## config.mk

```make
export PLATFORM = sky130hd
export DESIGN_NAME = delimited_chunk_range_finder
export DESIGN_NICKNAME = d
export VERILOG_FILES = /design/src/hdl/dcrf_pkg.sv /design/src/hdl/dcrf_fifo.sv /design/src/hdl/dcrf_front.sv /design/src/hdl/dcrf_back.sv /design/src/hdl/delimited_chunk_range_finder.sv
export VERILOG_INCLUDE_DIRS = /design/src /design/src/hdl
export SDC_FILE = /design/constraint.sdc
export NUM_CORES = 1
export LEC_CHECK = 0
export ABC_CLOCK_PERIOD_IN_PS = 4910
export BUFFER_PORTS_ARGS = -buffer_cell sky130_fd_sc_hd__buf_2
export CAP_MARGIN = 20
export CORE_ASPECT_RATIO = 1.5
export CORE_UTILIZATION = 54
export CTS_CLUSTER_SIZE = 20
export DETAILED_ROUTE_END_ITERATION = 10
export PLACE_DENSITY_LB_ADDON = 0.25
export SLEW_MARGIN = 20
export SYNTH_ARGS = -nofsm -noshare
export SYNTH_HDL_FRONTEND = slang
export SYNTH_SLANG_ARGS = --single-unit
```

## constraint.sdc

```tcl
create_clock -name clk -period 4.91 [get_ports clk]
set_input_delay 0.491 -clock clk [delete_from_list [all_inputs] [get_ports clk]]
set_output_delay 0.491 -clock clk [all_outputs]
set_load 0.1 [all_outputs]
```

## src/hdl/delimited_chunk_range_finder_assert.svh

```systemverilog
// Assertion macros shared by the chunk range finder RTL.
`ifndef DELIMITED_CHUNK_RANGE_FINDER_ASSERT_SVH
`define DELIMITED_CHUNK_RANGE_FINDER_ASSERT_SVH

// Same-cycle implication, disabled during reset.
`define DCRF_ASSERT_NOW(label, clk, rst_n, ante, cons) \
    label: assert property (@(posedge clk) disable iff (!rst_n) (ante) |-> (cons)) \
        else $error("dcrf assertion failed");

// Next-cycle implication, disabled during reset.
`define DCRF_ASSERT_NEXT(label, clk, rst_n, ante, cons) \
    label: assert property (@(posedge clk) disable iff (!rst_n) (ante) |=> (cons)) \
        else $error("dcrf assertion failed");

`endif

```

## src/hdl/dcrf_pkg.sv

```systemverilog
// Types and constants of the delimited chunk range finder.
package dcrf_pkg;

    localparam int FIELD_W = 17;

    // Chunking modes
    localparam logic [1:0] MODE_CHAR = 2'd0;
    localparam logic [1:0] MODE_ITEM = 2'd1;
    localparam logic [1:0] MODE_LINE = 2'd2;

    // Register indexes
    localparam logic [1:0] REG_CHUNK_MODE     = 2'd0;
    localparam logic [1:0] REG_ITEM_DELIMITER = 2'd1;
    localparam logic [1:0] REG_RANGE_START    = 2'd2;
    localparam logic [1:0] REG_RANGE_END      = 2'd3;

    // Input op codes
    localparam logic OP_CHAR = 1'b0;
    localparam logic OP_END  = 1'b1;

    localparam logic [7:0] CH_LF = 8'd10;
    localparam logic [7:0] CH_CR = 8'd13;

    // Token kinds passed from front to back
    localparam logic [1:0] TOK_PLAIN = 2'd0;
    localparam logic [1:0] TOK_DELIM = 2'd1;
    localparam logic [1:0] TOK_END   = 2'd2;

    typedef logic [1:0] token_t;

    typedef struct packed {
        logic [1:0]         chunk_mode;
        logic [7:0]         item_delimiter;
        logic [FIELD_W-1:0] range_start;
        logic [FIELD_W-1:0] range_end;
    } cfg_t;

    typedef struct packed {
        logic       op;
        logic [7:0] char_value;
    } in_item_t;

    typedef struct packed {
        logic [FIELD_W-1:0] chunk_start;
        logic [FIELD_W-1:0] chunk_end;
        logic [FIELD_W-1:0] delete_start;
        logic [FIELD_W-1:0] delete_end;
    } result_t;

endpackage

```

## src/hdl/dcrf_fifo.sv

```systemverilog
// Small register FIFO used for the token and result queues.
`include "delimited_chunk_range_finder_assert.svh"

module dcrf_fifo #(
    parameter int WIDTH = 8,
    parameter int DEPTH = 2
) (
    input  logic             clk,
    input  logic             rst_n,
    input  logic             push,
    output logic             full,
    input  logic [WIDTH-1:0] wdata,
    input  logic             pop,
    output logic             empty,
    output logic [WIDTH-1:0] rdata
);

    localparam int PTR_W = (DEPTH > 1) ? $clog2(DEPTH) : 1;
    localparam int CNT_W = $clog2(DEPTH + 1);

    logic [WIDTH-1:0] mem_reg [DEPTH];
    logic [PTR_W-1:0] wr_ptr_reg, wr_ptr_next;
    logic [PTR_W-1:0] rd_ptr_reg, rd_ptr_next;
    logic [CNT_W-1:0] count_reg, count_next;
    logic             do_push;
    logic             do_pop;

    assign full    = (count_reg == CNT_W'(DEPTH));
    assign empty   = (count_reg == '0);
    assign do_push = push && !full;
    assign do_pop  = pop && !empty;
    assign rdata   = mem_reg[rd_ptr_reg];

    always_comb
    begin
        wr_ptr_next = wr_ptr_reg;
        rd_ptr_next = rd_ptr_reg;
        count_next  = count_reg;
        if (do_push)
        begin
            wr_ptr_next = (wr_ptr_reg == PTR_W'(DEPTH - 1)) ? '0 : PTR_W'(wr_ptr_reg + 1'b1);
        end
        if (do_pop)
        begin
            rd_ptr_next = (rd_ptr_reg == PTR_W'(DEPTH - 1)) ? '0 : PTR_W'(rd_ptr_reg + 1'b1);
        end
        if (do_push && !do_pop)
        begin
            count_next = CNT_W'(count_reg + 1'b1);
        end
        else if (do_pop && !do_push)
        begin
            count_next = CNT_W'(count_reg - 1'b1);
        end
    end

    always_ff @(posedge clk or negedge rst_n)
    begin
        if (!rst_n)
        begin
            wr_ptr_reg <= '0;
            rd_ptr_reg <= '0;
            count_reg  <= '0;
        end
        else
        begin
            wr_ptr_reg <= wr_ptr_next;
            rd_ptr_reg <= rd_ptr_next;
            count_reg  <= count_next;
        end
    end

    always_ff @(posedge clk)
    begin
        if (do_push)
        begin
            mem_reg[wr_ptr_reg] <= wdata;
        end
    end

    `DCRF_ASSERT_NOW(a_count_bound, clk, rst_n, 1'b1, count_reg <= CNT_W'(DEPTH))
    `DCRF_ASSERT_NEXT(a_push_fills, clk, rst_n, do_push && !do_pop, !empty)
    `DCRF_ASSERT_NEXT(a_pop_drains, clk, rst_n, do_pop && !do_push, !full)

endmodule

```

## src/hdl/dcrf_front.sv

```systemverilog
// Front end: takes input characters and classifies them into tokens.
module dcrf_front (
    input  dcrf_pkg::cfg_t     cfg,
    input  logic               push,
    output logic               full,
    input  dcrf_pkg::in_item_t char_item,
    output logic               tok_push,
    output dcrf_pkg::token_t   tok_kind,
    input  logic               tok_full
);

    import dcrf_pkg::*;

    logic scanning;
    logic is_delim;

    assign scanning = (cfg.chunk_mode == MODE_ITEM) || (cfg.chunk_mode == MODE_LINE);

    always_comb
    begin
        if (cfg.chunk_mode == MODE_ITEM)
        begin
            is_delim = (char_item.char_value == cfg.item_delimiter);
        end
        else
        begin
            is_delim = (char_item.char_value == CH_LF) || (char_item.char_value == CH_CR);
        end
    end

    always_comb
    begin
        if (char_item.op == OP_END)
        begin
            tok_kind = TOK_END;
        end
        else if (is_delim)
        begin
            tok_kind = TOK_DELIM;
        end
        else
        begin
            tok_kind = TOK_PLAIN;
        end
    end

    // characters outside the scanning modes have no effect; drop them here
    assign full     = tok_full;
    assign tok_push = push && !tok_full && ((char_item.op == OP_END) || scanning);

endmodule

```

## src/hdl/dcrf_back.sv

```systemverilog
// Back end: scan state, range capture and result generation.
`include "delimited_chunk_range_finder_assert.svh"

module dcrf_back #(
    parameter int MAX_LEN = 65536
) (
    input  logic              clk,
    input  logic              rst_n,
    input  dcrf_pkg::cfg_t    cfg,
    input  logic              tok_empty,
    input  dcrf_pkg::token_t  tok_kind,
    output logic              tok_pop,
    input  logic              res_full,
    output logic              res_push,
    output dcrf_pkg::result_t res_data
);

    import dcrf_pkg::*;

    localparam int POS_W = $clog2(MAX_LEN + 1);
    localparam int EXT_W = (POS_W > FIELD_W) ? POS_W : FIELD_W;

    logic [POS_W-1:0] pos_reg, pos_next;
    logic [POS_W-1:0] count_reg, count_next;
    logic [POS_W-1:0] cur_start_reg, cur_start_next;
    logic [POS_W-1:0] cur_del_reg, cur_del_next;
    logic [POS_W-1:0] cap_start_reg, cap_start_next;
    logic [POS_W-1:0] cap_del_reg, cap_del_next;
    logic             given_reg, given_next;

    logic [POS_W-1:0] pos_inc;
    logic [POS_W-1:0] eff_start;
    logic [POS_W-1:0] eff_del;
    logic             at_start;
    logic             at_end;
    logic             active;

    function automatic logic [FIELD_W-1:0] to_field(input logic [POS_W-1:0] v);
        logic [EXT_W-1:0] e;
        e = EXT_W'(v);
        return e[FIELD_W-1:0];
    endfunction

    assign tok_pop   = !tok_empty && !res_full;
    assign pos_inc   = POS_W'(pos_reg + 1'b1);
    assign at_start  = (EXT_W'(count_reg) == EXT_W'(cfg.range_start));
    assign at_end    = (EXT_W'(count_reg) == EXT_W'(cfg.range_end));
    assign active    = !given_reg && (pos_reg < POS_W'(MAX_LEN));
    // start capture takes effect in the same step that may report it
    assign eff_start = at_start ? cur_start_reg : cap_start_reg;
    assign eff_del   = at_start ? cur_del_reg : cap_del_reg;

    always_comb
    begin
        pos_next       = pos_reg;
        count_next     = count_reg;
        cur_start_next = cur_start_reg;
        cur_del_next   = cur_del_reg;
        cap_start_next = cap_start_reg;
        cap_del_next   = cap_del_reg;
        given_next     = given_reg;
        res_push       = 1'b0;
        res_data       = '0;
        if (tok_pop)
        begin
            case (tok_kind)
                TOK_END:
                begin
                    if (!given_reg)
                    begin
                        res_push = 1'b1;
                        case (cfg.chunk_mode) inside
                            MODE_CHAR:
                            begin
                                res_data.chunk_start  = cfg.range_start;
                                res_data.chunk_end    = cfg.range_end;
                                res_data.delete_start = cfg.range_start;
                                res_data.delete_end   = cfg.range_end;
                            end
                            MODE_ITEM, MODE_LINE:
                            begin
                                res_data.chunk_start  = to_field(eff_start);
                                res_data.delete_start = to_field(eff_del);
                                res_data.chunk_end    = at_end ? to_field(pos_reg) : '0;
                                res_data.delete_end   = at_end ? to_field(pos_reg) : '0;
                            end
                            default:
                            begin
                                res_data = '0;
                            end
                        endcase
                    end
                    pos_next       = '0;
                    count_next     = '0;
                    cur_start_next = '0;
                    cur_del_next   = '0;
                    cap_start_next = '0;
                    cap_del_next   = '0;
                    given_next     = 1'b0;
                end
                TOK_PLAIN:
                begin
                    if (active)
                    begin
                        pos_next = pos_inc;
                    end
                end
                TOK_DELIM:
                begin
                    if (active)
                    begin
                        cap_start_next = eff_start;
                        cap_del_next   = eff_del;
                        cur_del_next   = pos_reg;
                        cur_start_next = pos_inc;
                        pos_next       = pos_inc;
                        if (at_end)
                        begin
                            res_push              = 1'b1;
                            res_data.chunk_start  = to_field(eff_start);
                            res_data.chunk_end    = to_field(pos_reg);
                            res_data.delete_start = to_field(eff_del);
                            res_data.delete_end   = (cfg.range_start == '0) ?
                                                    to_field(pos_inc) : to_field(pos_reg);
                            given_next            = 1'b1;
                        end
                        else
                        begin
                            count_next = POS_W'(count_reg + 1'b1);
                        end
                    end
                end
                default:
                begin
                    pos_next = pos_reg;
                end
            endcase
        end
    end

    always_ff @(posedge clk or negedge rst_n)
    begin
        if (!rst_n)
        begin
            pos_reg       <= '0;
            count_reg     <= '0;
            cur_start_reg <= '0;
            cur_del_reg   <= '0;
            cap_start_reg <= '0;
            cap_del_reg   <= '0;
            given_reg     <= 1'b0;
        end
        else
        begin
            pos_reg       <= pos_next;
            count_reg     <= count_next;
            cur_start_reg <= cur_start_next;
            cur_del_reg   <= cur_del_next;
            cap_start_reg <= cap_start_next;
            cap_del_reg   <= cap_del_next;
            given_reg     <= given_next;
        end
    end

    `DCRF_ASSERT_NOW(a_result_needs_token, clk, rst_n, res_push, tok_pop && !res_full)
    `DCRF_ASSERT_NOW(a_one_result, clk, rst_n, given_reg, !res_push)
    `DCRF_ASSERT_NEXT(a_end_clears, clk, rst_n, tok_pop && (tok_kind == TOK_END),
                      (pos_reg == '0) && (count_reg == '0) && !given_reg)
    `DCRF_ASSERT_NOW(a_count_le_pos, clk, rst_n, 1'b1, count_reg <= pos_reg)

endmodule

```

## src/hdl/delimited_chunk_range_finder.sv

```systemverilog
// Top level of the delimited chunk range finder.
// Feed a string one character per push (op = 0), closed by an end marker
// (op = 1); chunks are counted from 0, split on the item delimiter (item mode)
// or on CR/LF (line mode). For each string at most one result comes out of the
// result queue: the byte offsets of chunks range_start..range_end plus the wider
// delete range, given at the delimiter that closes chunk range_end or at the end
// marker. Character mode returns the configured indices at the end marker.
// The block accepts one character per cycle while the token queue is not full;
// with both queues drained, a result reaches the result ports once its token
// has been registered in the token queue and the back end has then written
// the result queue. Throughput is set by the back end, which applies one token
// per cycle to its scan counters and offset registers while the result queue
// is not full. A front end classifies each character into a token,
// a two-entry token queue decouples it from the back end, and a two-entry
// result queue lets the back end keep running while a result waits to be
// popped. Configuration is written through cfg_write/cfg_index/cfg_data and
// must only change while no transfer is in flight. Characters past MAX_LEN in
// one string are ignored.
module delimited_chunk_range_finder #(
    parameter int MAX_LEN = 65536
) (
    input  logic                                clk,
    input  logic                                rst_n,
    input  logic                                cfg_write,
    input  logic [1:0]                          cfg_index,
    input  logic [dcrf_pkg::FIELD_W-1:0]        cfg_data,
    input  logic                                push,
    output logic                                full,
    input  dcrf_pkg::in_item_t                  char_item,
    output logic                                empty,
    input  logic                                pop,
    output dcrf_pkg::result_t                   result
);

    import dcrf_pkg::*;

    localparam int TOK_W = $bits(token_t);
    localparam int RES_W = $bits(result_t);

    cfg_t              cfg_reg, cfg_next;

    logic              tok_push;
    logic              tok_full;
    token_t            tok_kind_in;
    logic [TOK_W-1:0]  tok_rdata;
    token_t            tok_kind_out;
    logic              tok_empty;
    logic              tok_pop;

    logic              res_push;
    logic              res_full;
    result_t           res_data;
    logic [RES_W-1:0]  res_rdata;

    // Configuration registers
    always_comb
    begin
        cfg_next = cfg_reg;
        if (cfg_write)
        begin
            unique case (cfg_index)
                REG_CHUNK_MODE:     cfg_next.chunk_mode     = cfg_data[1:0];
                REG_ITEM_DELIMITER: cfg_next.item_delimiter = cfg_data[7:0];
                REG_RANGE_START:    cfg_next.range_start    = cfg_data;
                REG_RANGE_END:      cfg_next.range_end      = cfg_data;
            endcase
        end
    end

    always_ff @(posedge clk or negedge rst_n)
    begin
        if (!rst_n)
        begin
            cfg_reg.chunk_mode     <= MODE_ITEM;
            cfg_reg.item_delimiter <= 8'd44;
            cfg_reg.range_start    <= '0;
            cfg_reg.range_end      <= '0;
        end
        else
        begin
            cfg_reg <= cfg_next;
        end
    end

    // Front end: classify characters into tokens
    dcrf_front u_front (
        .cfg       (cfg_reg),
        .push      (push),
        .full      (full),
        .char_item (char_item),
        .tok_push  (tok_push),
        .tok_kind  (tok_kind_in),
        .tok_full  (tok_full)
    );

    // Token queue between front and back
    dcrf_fifo #(
        .WIDTH (TOK_W),
        .DEPTH (2)
    ) u_tok_fifo (
        .clk   (clk),
        .rst_n (rst_n),
        .push  (tok_push),
        .full  (tok_full),
        .wdata (tok_kind_in),
        .pop   (tok_pop),
        .empty (tok_empty),
        .rdata (tok_rdata)
    );

    assign tok_kind_out = tok_rdata;

    // Back end: scan state and result generation
    dcrf_back #(
        .MAX_LEN (MAX_LEN)
    ) u_back (
        .clk       (clk),
        .rst_n     (rst_n),
        .cfg       (cfg_reg),
        .tok_empty (tok_empty),
        .tok_kind  (tok_kind_out),
        .tok_pop   (tok_pop),
        .res_full  (res_full),
        .res_push  (res_push),
        .res_data  (res_data)
    );

    // Result queue toward the consumer
    dcrf_fifo #(
        .WIDTH (RES_W),
        .DEPTH (2)
    ) u_res_fifo (
        .clk   (clk),
        .rst_n (rst_n),
        .push  (res_push),
        .full  (res_full),
        .wdata (res_data),
        .pop   (pop),
        .empty (empty),
        .rdata (res_rdata)
    );

    assign result = res_rdata;

endmodule
```

# Word-level counts from Yosys, hierarchy flattened
# Memories as Yosys holds them, arrays and structs flattened.
# Index checks and enable logic that the tools add are counted.
[totals]
mem_bits_rw = 140
input_bits = 33
elab_cells = 138
n_memories = 2
regBits = 155
out_inout_bits = 70
[memory_table]
columns = ["memory", "words", "word_bits", "read_ports", "rd_clocked_by_memory_dff", "wr", "line", "rtl"]
rows = [
  ["u_res_fifo.mem_reg", 2, 68, 1, 0, 1, "dcrf_fifo.sv:21", "logic [WIDTH-1:0] mem_reg [DEPTH];"],
  ["u_tok_fifo.mem_reg", 2, 2, 1, 0, 1, "dcrf_fifo.sv:21", ""],
]
[op_classes]
magnitude_cmp = 1
n_eq_ne = 18
addsub = 10
mux = 46
n_reduce_logical = 44
[op_table]
columns = ["operator", "count"]
rows = [
  ["2-to-1 mux 68 bit", 6],
  ["case mux 17 bit (2 select lines)", 6],
  ["2-to-1 mux 17 bit", 10],
  ["case mux 68 bit (2 select lines)", 1],
  ["adder 17 x 1 -> 17 bit, second input constant", 2],
  ["equality test 17 bit", 2],
  ["logical NOT 17 bit", 1],
  ["< comparator 17 bit, second input constant", 1],
  ["equality test 8 x 4 -> 1 bit, second input constant", 2],
  ["2-to-1 mux 1 bit", 16],
  ["equality test 2 bit, second input constant", 6],
  ["logical AND 1 bit", 12],
  ["logical NOT 2 bit", 5],
  ["2-to-1 mux 2 bit", 5],
  ["logical NOT 1 bit", 9],
  ["equality test 8 bit", 1],
  ["AND reduction 2 bit", 4],
  ["AND reduction 4 bit", 2],
  ["nonzero test 2 bit", 4],
  ["equality test 2 x 1 -> 1 bit, second input constant", 3],
  ["!= test 2 x 1 -> 1 bit, second input constant", 3],
  ["AND reduction 3 bit", 2],
  ["adder 1 bit, second input constant", 4],
  ["adder 2 x 1 -> 2 bit, second input constant", 2],
  ["5 further kinds", 10],
]

# Logic depth before layout (Yosys ltp)
# Gate-level depths: netlist (run 1).
[depth]
ltp_word = 10
depth_mapped = 12
mapped_depth_nobuf = 11

# Modules after synthesis
# Synthesis (run 1) repeated with hierarchy kept, for this count alone.
[hier_totals]
hier_cells = 1079
area_unflattened_um2 = 13915.8
[modules_own_cells]
columns = ["module", "instances", "area_per_inst_um2", "seq_area_each_um2", "cells_each"]
rows = [
  ["dcrf_back", 1, 6483.7, 2577.5, 706],
  ["dcrf_fifo at u_res_fifo", 1, 5146.2, 4184.0, 231],
  ["delimited_chunk_range_finder", 1, 1755.4, 1106.1, 94],
  ["dcrf_fifo at u_tok_fifo", 1, 339.1, 220.2, 25],
  ["dcrf_front", 1, 191.4, 0.0, 23],
]

# Worst setup path before layout (run 1)
# OpenSTA, ideal clock, no wires.
[synth_timing]
path_kind = "reg-to-reg"
start = "register u_tok_fifo.rd_ptr_reg"
end = "memory u_res_fifo.mem_reg[1][0] (netlist name), enable pin"
n_path_buf = 0
t_arrival_ns = 4.941
setup_time_ns = 0.502
period_less_slack_ns = 5.443
setup_slack_ns = -0.533
required_ns = 4.408
stages_incl_launch_ff = 7
path_cell_list = "dfrtp_1 -> mux2i_1 -> ha_1 -> or3b_1 -> nor4_4 -> a21oi_1 -> nor2b_1"
[synth_between]
elab_chain_cells = 7
word_cells_on_any_way = 8
classes_between = "eq/ne (2); mux (4); reduce/logical (1); memory (1)"
[synth_rtl]
columns = ["element", "line", "rtl"]
rows = [
  ["start: declaration", "dcrf_fifo.sv:23", "logic [PTR_W-1:0] rd_ptr_reg, rd_ptr_next;"],
  ["start signal: assignment", "dcrf_fifo.sv:68", "rd_ptr_reg <= rd_ptr_next;"],
  ["memory read (2 x 2 bit) (*)", "--", ""],
  ["equality test 2 x 1 -> 1 bit or equality test 2 bit (tied branches)", "dcrf_back.sv:66", "case (tok_kind)"],
  ["case mux 1 bit (2 select lines) (*)", "dcrf_back.sv:66", ""],
  ["2-to-1 mux 1 bit (*)", "dcrf_back.sv:64", "if (tok_pop)"],
  ["logical AND 1 bit (*)", "dcrf_fifo.sv:30", "assign do_push = push && !full;"],
  ["2-to-1 mux 1 bit (*)", "dcrf_fifo.sv:75", "if (do_push)"],
  ["2-to-1 mux 1 bit (implied by the code) (*)", "dcrf_fifo.sv:77", "mem_reg[wr_ptr_reg] <= wdata;"],
  ["end: declaration", "dcrf_fifo.sv:21", ""],
]
# Every way passes the cells marked *; elsewhere a longest branch is shown, timed or not.

==> impl_metrics.json, run 1 <==
{
  "status": "finished, final reports clean",
  "crit_arrival_ns": 3.85,
  "ctsRootBufferMaster": "clkbuf_16",
  "synthesis.nets": 1069,
  "synth.distinct_cells": 61,
  "postRouteAntennaNets": 0,
  "fmax_ghz": 0.2761,
  "ys_warn_count": 0,
  "rows": 70,
  "post_drt_via_cell_ratio": 5.964,
  "grt_pass1_wl_um": 50050,
  "synth-seq-cells": 295,
  "period_share": 0.7376,
  "ios": 103,
  "mostFrequentLayoutCells": "150 x dfrtp_1, 140 x edfxtp_1, 111 x mux2_2",
  "ys.flop_type": "dfrtp_1",
  "grt_overflow_total": 0,
  "antenna_found_initial": 0,
  "reg2reg_slack_ns": 1.29,
  "synth.avg_cell_area_um2": 12.97,
  "worst-r2r-cell-count": 6,
  "fillerInstances": 1986,
  "path_class": "reg2reg",
  "drc": 0,
  "initial_utilization": 0.5476,
  "clk_pin_slew_ns": 0.06,
  "gp_congestion": 0.9878,
  "synth_edf_count": 140,
  "crit_fanout": 15,
  "maxCapViolations": 0,
  "peakVddDrop_v": 0.0005085,
  "core_um2": 24350,
  "drtIter0Drc": 576,
  "die-area_um2": 25340,
  "hp-class": "in2async",
  "die_x_um": 130.3,
  "synth-async-reset-ratio": 0.5254,
  "power-per-cell-area_nw_per_um2": 555.6,
  "io_buffers": 102,
  "drive_gt1_frac": 0.2595,
  "clk_path_buf_depth": 3,
  "leakagePower_nw": 6.372,
  "grt_pass1_vias": 8798,
  "firstDrtPassIters": 5,
  "dp_hpwl_um": 22750,
  "skew_ns": 0.009806,
  "area_delta_synth_final_pct": 12.76,
  "grt_max_degree": 84,
  "rsz0062_at_grt": "no",
  "ff_latch_area_um2": 8089,
  "finalHoldWorstSlack_ns": 0.01571,
  "wl_um": 31780,
  "drt-wirelength-per-cell_um": 21.87,
  "cts_tree": "done",
  "cts_hold_buffers": 0,
  "cts_resized": 0,
  "multi_input_area_um2": 4952,
  "postCtsSetupBuffers": 0,
  "grt_usage": 0.2633,
  "tns_ns": 0,
  "post-route-min-period_ns": 3.622,
  "rr_startpoint": "u_tok_fifo.rd_ptr_reg",
  "cp.required_ns": 5.13,
  "antenna_cells": 0,
  "layout.nets": 1150,
  "cp-start-kind": "flop",
  "tightestPinTransition_ns": 0.9892,
  "numCtsBuffers": 27,
  "die_h_um": 194.5,
  "largest_reg_flops": 136,
  "syn-cell-area_um2": 13330,
  "clk_latency_ns": 0.53,
  "clkSinkCount": 295,
  "final_hold_viol_count": 0,
  "synthCells": 1028,
  "slew_headroom": 0.3387,
  "htreeDepth": 1,
  "mostFrequentLayoutCell": "dfrtp_1",
  "vias": 8665,
  "ys_seq_area_frac": 0.6065,
  "endpoint_kind": "flop",
  "r2r-end": "u_res_fifo.mem_reg[0][6]",
  "slew_viol_final": 0,
  "finalSetupViolCount": 0
}
-- per-stage QoR --
stage / instances / power, mW / util / worst slack (ns) / area, µm²
floorplan: 1028 / 5.642 / - / 0.7333 / 13340
global placement: 1403 / 6.224 / 0.5798 / 1.575 / 14120
detailed placement: 1404 / 6.293 / 0.5809 / 1.398 / 14140
CTS: 1453 / 8.404 / 0.6175 / 1.358 / 15040
global route: 1453 / 8.688 / 0.6175 / 1.089 / 15040
finish: 1453 / 8.354 / 0.6175 / 1.288 / 15040
-- synthesized netlist by cell type, drive strengths merged, types with 8 or more instances --
master / n / area [µm²]
o31ai: 12 / 90.09
xnor2: 24 / 210.2
o21ai: 95 / 483.0
dfrtp: 151 / 3779
nand3: 21 / 120.1
nand2: 90 / 337.8
a22oi: 8 / 60.06
or3: 10 / 72.57
edfxtp: 140 / 4204
o211ai: 13 / 97.59
mux2: 111 / 1250
ha: 8 / 100.1
a21oi: 18 / 93.84
xor2: 44 / 385.4
a22o: 60 / 525.5
clkbuf: 39 / 146.4
nor4: 11 / 90.08
inv: 8 / 30.03
nor2: 26 / 107.6
buf: 25 / 135.1
nand4: 10 / 62.56
mux2i: 36 / 360.4
-- cell families after synthesis --
kind of cell               count (synthesis)  share of synthesized area
buffers and inverters                     72                    0.02337
AOI/OAI and AO/OA                        222                     0.1133
xor gates and xnor gates                  68                    0.04467
and+or+nand+nor                          216                    0.08389
muxes                                    147                     0.1208
DFF                                      295                     0.6065
adders and majority gates                  8                   0.007507
-- critical path, stage by stage, from the launching register on --
cell and delay (ns):
dfrtp_1 0.41, mux2i_1 0.38, ha_1 0.44, or3b_1 0.47, nor4_4 0.47, nand3_2 0.41
o311ai_0 0.74
-- how the worst max path moves through the flow --
| stage | slack (ns) | to | depth (start not counted) | from |
|---|---|---|---|---|
| 6_report | 1.29 | u_res_fifo.mem_reg[0][6] | 6 | u_tok_fifo.rd_ptr_reg |
| 5_1_grt | 1.09 | u_res_fifo.mem_reg[1][6] | 6 | u_tok_fifo.rd_ptr_reg |
| 4_1_cts | 1.36 | u_res_fifo.mem_reg[0][6] | 6 | u_tok_fifo.rd_ptr_reg |
| 3_5_place_dp | 1.40 | u_res_fifo.mem_reg[0][6] | 6 | u_tok_fifo.rd_ptr_reg |
| 3_3_place_gp | 1.57 | u_res_fifo.mem_reg[0][6] | 6 | u_tok_fifo.rd_ptr_reg |
| 2_1_floorplan | 0.73 | u_res_fifo.mem_reg[1][0] | 6 | u_tok_fifo.rd_ptr_reg |
-- where the power goes --
group	total, mW	switching [mW]	internal [mW]
Sequential	3.21	0.299	2.91
Combinational	3.02	2.31	0.718
Clock	2.12	0.888	1.23
-- final cells by class --
| cell class | count | share of cell area |
|---|---|---|
| Multi-Input combinational cell | 661 | 0.3294 |
| Sequential cell | 295 | 0.5380 |
| Tap cell | 324 | 0.02696 |
| Clock inverter | 12 | 0.009237 |
| Timing Repair Buffer | 116 | 0.04435 |
| Clock buffer | 37 | 0.05010 |
| Inverter | 8 | 0.001997 |
-- layer usage --
metal	part of all wire	track usage	vias to the layer above
li1	-	-	3981
met1	0.37	0.3232	4334
met2	0.53	0.4614	281
met3	0.044	0.02808	69
met4	0.048	0.1176	0
met5	0	0	-
Power figures use the tool's default switching activity.
==> run 2: changes to the inputs <==
--- a/config.mk
+++ b/config.mk
@@ -6,11 +6,11 @@
 export SDC_FILE = /design/constraint.sdc
 export NUM_CORES = 1
 export LEC_CHECK = 0
-export ABC_CLOCK_PERIOD_IN_PS = 4910
+export ABC_CLOCK_PERIOD_IN_PS = 3480
 export BUFFER_PORTS_ARGS = -buffer_cell sky130_fd_sc_hd__buf_2
 export CAP_MARGIN = 20
 export CORE_ASPECT_RATIO = 1.5
-export CORE_UTILIZATION = 54
+export CORE_UTILIZATION = 60
 export CTS_CLUSTER_SIZE = 20
 export DETAILED_ROUTE_END_ITERATION = 10
 export PLACE_DENSITY_LB_ADDON = 0.25
==> constraint.sdc (replaced) <==
create_clock -name clk -period 3.48 [get_ports clk]
set_input_delay 0.348 -clock clk [delete_from_list [all_inputs] [get_ports clk]]
set_output_delay 0.348 -clock clk [all_outputs]
set_load 0.1 [all_outputs]
==> run 2 against run 1 <==
Die area fell by 9.9%. Sequential power rose by 40%. Worst hold slack better by 0.045 ns. Critical path type unchanged. Largest cell class unchanged. Highest routed layer unchanged.
==> impl_metrics.json, run 2 (same netlist as run 1, synthesis figures left out) <==
{
  "clk_pin_slew_ns": 0.08,
  "slew_viol_final": 0,
  "post-route-min-period_ns": 3.203,
  "multi_input_area_um2": 4952,
  "path_class": "reg2reg",
  "clk_path_buf_depth": 3,
  "die-area_um2": 22840,
  "leakagePower_nw": 6.399,
  "p_sw_mw": 4.995,
  "peakVddDrop_v": 0.0006994,
  "ff_latch_area_um2": 8089,
  "wl_um": 32550,
  "fillerInstances": 1590,
  "final_cell_area_um2": 15030,
  "critPathMaxStageDelay_ns": 0.50,
  "cp.required_ns": 3.82,
  "power.internal_mw": 6.759,
  "clk_latency_ns": 0.54,
  "final_hold_viol_count": 0,
  "cpLargestDelayFamily": "compound AO/OA/AOI/OAI gates",
  "gp_congestion": 0.9242,
  "rows": 66,
  "power-per-cell-area_nw_per_um2": 781.9,
  "finalNonFillerCells": 1409,
  "antenna_found_initial": 0,
  "crit_arrival_ns": 3.54,
  "switching_share": 0.4249,
  "grt_pass1_wl_um": 50000,
  "endpoint_kind": "flop",
  "period_share": 0.9205,
  "clkPwrFrac": 0.246,
  "core_um2": 21720,
  "cp-start-kind": "flop",
  "cts_tree": "done",
  "cp_num_buf_inv": 1,
  "htreeDepth": 1,
  "placedCellCount": 1361,
  "post_drt_via_cell_ratio": 6.339,
  "status": "finished, final reports clean",
  "numCtsBuffers": 26,
  "critPathSlowestCell": "a211oi_4",
  "rsz0062_at_grt": "no",
  "fmax_ghz": 0.3122,
  "drc": 0,
  "grt_pass1_vias": 8816,
  "mostFrequentLayoutCells": "150 x dfrtp_1, 140 x edfxtp_1, 111 x mux2_2",
  "cp_cell_sequence": "mux2i_1, ha_1, or3b_1, nor4_4, buf_4, o21ai_2, a211oi_4, a22oi_1, o21ai_0",
  "largest_reg_flops": 136,
  "mostFrequentLayoutCell": "dfrtp_1",
  "drtIter0Drc": 795,
  "crit_fanout": 12,
  "antenna_cells": 0,
  "io_buffers": 102,
  "fin_util": 0.6921,
  "vias": 8932,
  "die_h_um": 184.6,
  "postRouteAntennaNets": 0,
  "ctsRootBufferMaster": "clkbuf_16",
  "drive_gt1_frac": 0.2639,
  "clkSinkCount": 295,
  "drt-wirelength-per-cell_um": 23.10,
  "slew_headroom": 0.3785,
  "grt_max_degree": 88,
  "grt_usage": 0.2972,
  "firstDrtPassIters": 5,
  "dp_hpwl_um": 23090,
  "hp-class": "in2reg",
  "finalSetupViolCount": 0,
  "die_x_um": 123.7,
  "placed_area_um2": 14160,
  "p_seq_frac": 0.383,
  "maxCapViolations": 0,
  "initial_utilization": 0.6140,
  "skew_ns": 0.01182,
  "tightestPinTransition_ns": 0.9295,
  "area_delta_synth_final_pct": 12.73,
  "ios": 103,
  "layout.nets": 1159,
  "p_comb_frac": 0.371,
  "grt_overflow_total": 0
}
## run 2: changes by cell type in the layout (fill, tap and decap cells not counted), moves of 3 or more
| cell | previous run | this run |
|---|---|---|
| clkinv_2 | 6 | 3 |
| clkbuf_8 | 4 | 1 |
| buf_4 | 11 | 18 |
| buf_12 | 2 | 5 |
## run 2: worst paths after layout
path,to,cells past startpoint,slack (ns),from
max in group asynchronous,u_back.cap_del_reg[2],3,2.17,rst_n
worst max-delay path,u_res_fifo.mem_reg[1][13],9,0.28,u_tok_fifo.rd_ptr_reg
worst min-delay path,cfg_reg[29],2,0.06,cfg_data[12]
worst max register to register,u_res_fifo.mem_reg[1][13],9,0.28,u_tok_fifo.rd_ptr_reg
worst min register to register,u_tok_fifo.wr_ptr_reg,1,0.49,u_tok_fifo.wr_ptr_reg
min in group asynchronous,cfg_reg[40],2,0.46,rst_n
## run 2: final cells by class
type / instances / area share
Sequential cell: 295 / 0.5381
Multi-Input combinational cell: 661 / 0.3294
Timing Repair Buffer: 126 / 0.05069
Clock buffer: 33 / 0.04711
Tap cell: 272 / 0.02264
Clock inverter: 14 / 0.009988
Inverter: 8 / 0.001998
## run 2: power by group through the flow
stage | sequential [mW] | clock, mW | combinational (mW)
6_report | 4.50 | 2.89 | 4.37
5_1_grt | 4.54 | 3.04 | 4.61
4_1_cts | 4.49 | 2.91 | 4.39
3_5_place_dp | 4.56 | 0 | 4.37
3_3_place_gp | 4.55 | 0 | 4.33
2_1_floorplan | 4.37 | 0 | 3.59
## run 2: stage by stage
stage               setup TNS (ns)  power (mW)  hold WS (ns)  setup slack, ns
finish                           0       11.75       0.06047           0.2768
global route                     0       12.19       0.04551          0.02088
detailed placement               0       8.935        0.4689           0.3114
global placement                 0       8.876        0.4621           0.4686
CTS                              0       11.79       0.04657           0.2881
floorplan                   -93.65       7.960       0.05241          -0.6967
## run 2: layer usage
layer / wire length (µm) / track usage / vias to the layer above
li1: - / - / 4003
met1: 11830 / 0.3533 / 4486
met2: 16820 / 0.5022 / 357
met3: 1765 / 0.04177 / 86
met4: 2134 / 0.1851 / 0
met5: 0 / 0 / -
## run 2: repair_timing
| action | CTS | global route |
|---|---|---|
| gates resized for setup | 0 | 0 |
| endpoints found under the hold margin | 81 | 0 |
| buffers inserted | 0 | 0 |
| hold buffers | 1 | 0 |
==> run 3: changes to the inputs <==
--- a/config.mk
+++ b/config.mk
@@ -11,9 +11,9 @@
 export CAP_MARGIN = 20
 export CORE_ASPECT_RATIO = 1.5
 export CORE_UTILIZATION = 60
-export CTS_CLUSTER_SIZE = 20
+export CTS_CLUSTER_SIZE = 25
 export DETAILED_ROUTE_END_ITERATION = 10
-export PLACE_DENSITY_LB_ADDON = 0.25
+export PLACE_DENSITY = 0.8
 export SLEW_MARGIN = 20
 export SYNTH_ARGS = -nofsm -noshare
 export SYNTH_HDL_FRONTEND = slang
==> run 3 against run 2 <==
Die area stayed put. Critical path depth shrank 2. Sequential cell count stayed put. Global-route usage is 0.16 points higher. Sequential share of layout area about the same. Worst setup slack improved by 0.044 ns. Worst hold slack got worse by 0.0021 ns. Maximum frequency is 1.4% higher. Critical path type unchanged. Critical endpoint is now u_res_fifo.mem_reg[1][51]. Largest power group unchanged.
==> impl_metrics.json, run 3 (same netlist as run 1, synthesis figures left out) <==
{
  "maxCapViolations": 0,
  "final_hold_viol_count": 0,
  "critPathSlowestCell": "or3b_1",
  "wl_um": 33030,
  "power.total_mw": 11.74,
  "vias": 9105,
  "area_delta_synth_final_pct": 12.83,
  "post_drt_via_cell_ratio": 6.439,
  "drc": 0,
  "power-per-cell-area_nw_per_um2": 780.4,
  "clkSinkCount": 295,
  "rsz0062_at_grt": "no",
  "layout.nets": 1162,
  "grt_pass1_vias": 9109,
  "slew_headroom": 0.4074,
  "endpoint_kind": "flop",
  "fmax_ghz": 0.3165,
  "antenna_found_initial": 0,
  "die_x_um": 123.7,
  "die_h_um": 184.6,
  "grt_pass1_wl_um": 50910,
  "fillerInstances": 1528,
  "initial_utilization": 0.6140,
  "ios": 103,
  "grt_overflow_total": 0,
  "drt-wirelength-per-cell_um": 23.36,
  "tightestPinTransition_ns": 0.8863,
  "leakagePower_nw": 6.415,
  "gp_congestion": 1.006,
  "peakVddDrop_v": 0.0006612,
  "critPathMaxStageDelay_ns": 0.46,
  "worst-r2r-cell-count": 7,
  "r2r-end": "u_res_fifo.mem_reg[1][51]",
  "dp_hpwl_um": 23440,
  "postRouteAntennaNets": 0,
  "mostFrequentLayoutCells": "150 x dfrtp_1, 140 x edfxtp_1, 111 x mux2_2",
  "crit_arrival_ns": 3.37,
  "placedCellCount": 1363,
  "period_share": 0.9078,
  "min_to": "cfg_reg[9]",
  "clk_path_buf_depth": 3,
  "reg2reg_slack_ns": 0.32,
  "post-route-min-period_ns": 3.159,
  "cp-start-kind": "flop",
  "postCtsSetupBuffers": 0,
  "crit_fanout": 48,
  "drive_gt1_frac": 0.2671,
  "die-area_um2": 22840,
  "status": "finished, final reports clean",
  "grt_max_degree": 89,
  "rows": 66,
  "hp-class": "in2reg",
  "finalNonFillerCells": 1414,
  "cts_tree": "done",
  "numCtsBuffers": 27,
  "skew_ns": 0.01873,
  "min_path_cells": 2,
  "mostFrequentLayoutCell": "dfrtp_1",
  "core_um2": 21720,
  "antenna_cells": 0,
  "drtIter0Drc": 751,
  "io_buffers": 102,
  "firstDrtPassIters": 6,
  "largest_reg_flops": 136,
  "cp_cell_sequence": "mux2i_1, ha_1, or3b_1, nor4_4, a21oi_1, nor2b_4, buf_12",
  "path_class": "reg2reg",
  "htreeDepth": 1,
  "grt_usage": 0.2988,
  "cp.required_ns": 3.69,
  "rr_startpoint": "u_tok_fifo.rd_ptr_reg",
  "finalSetupViolCount": 0,
  "clk_latency_ns": 0.54,
  "hp-start": "cfg_data[9]",
  "clk_pin_slew_ns": 0.07,
  "ctsRootBufferMaster": "clkbuf_16",
  "slew_viol_final": 0
}
==> run 3: cell types whose count changed in the layout (fill, tap and decap cells not counted) <==
cell / change
inv_8: -1
inv_6: +1
a21o_2: +1
buf_4: +2
clkinv_4: -1
clkinv_8: -1
clkinv_2: +4
clkinv_1: +1
a21o_1: -1
==> run 3: per-stage QoR <==
stage          area, µm²  hold slack (ns)  TNS (ns)  setup slack (ns)    util
3_3_place_gp       14180           0.4522         0            0.4184  0.6528
3_5_place_dp       14180           0.4635         0            0.3384  0.6528
2_1_floorplan      13340          0.05241    -93.65           -0.6967       -
6_report           15040          0.05838         0            0.3207  0.6927
4_1_cts            15040          0.05186         0            0.3292  0.6926
5_1_grt            15040          0.05634         0           0.08215  0.6927
==> run 3: final cells by class <==
class / count / area (µm²) / share of cell area
multi-input combinational: 661 / 4954 / 0.3293
clock inverter: 17 / 146.4 / 0.009731
clock buffer: 33 / 708.2 / 0.04707
tap: 272 / 340.3 / 0.02262
timing repair buffer: 128 / 777.0 / 0.05165
sequential: 295 / 8089 / 0.5377
inverter: 8 / 30.03 / 0.001996
==> run 3: what timing repair did <==
action | 4_1_cts | 5_1_grt
resized for setup | 0 | 0
hold buffers | 1 | 0
setup endpoints to repair | 0 | 0
endpoints found under the hold margin | 83 | 0
==> run 3: metal layers <==
metal | share of wire | GRT usage
met4 | 0.069 | 0.1817
met5 | 0 | 0
met3 | 0.062 | 0.04703
met2 | 0.51 | 0.5029
met1 | 0.35 | 0.3555
==> run 3: how the worst max path moves through the flow <==
stage | slack (ns) | to | cells after the start | start
6_report | 0.32 | u_res_fifo.mem_reg[1][51] | 7 | u_tok_fifo.rd_ptr_reg
5_1_grt | 0.08 | u_res_fifo.mem_reg[1][22] | 7 | u_tok_fifo.rd_ptr_reg
4_1_cts | 0.33 | u_res_fifo.mem_reg[1][22] | 7 | u_tok_fifo.rd_ptr_reg
3_5_place_dp | 0.34 | u_res_fifo.mem_reg[1][29] | 8 | u_tok_fifo.rd_ptr_reg
3_3_place_gp | 0.42 | u_res_fifo.mem_reg[1][19] | 7 | u_tok_fifo.rd_ptr_reg
2_1_floorplan | -0.70 | u_res_fifo.mem_reg[1][0] | 6 | u_tok_fifo.rd_ptr_reg
==> run 3: where the power goes <==
part           switching, mW  internal (mW)
clock                   1.29           1.60
combinational           3.33           1.02
sequential             0.387           4.11
==> run 3: critical path: cells and delay by family, from the launching register on <==
| kind | cells | cell delay (ns) |
|---|---|---|
| simple gates | 3 | 0.99 |
| fa+ha+maj | 1 | 0.43 |
| flops | 1 | 0.41 |
| mux | 1 | 0.37 |
| compound gates | 1 | 0.30 |
| buf+inv | 1 | 0.27 |
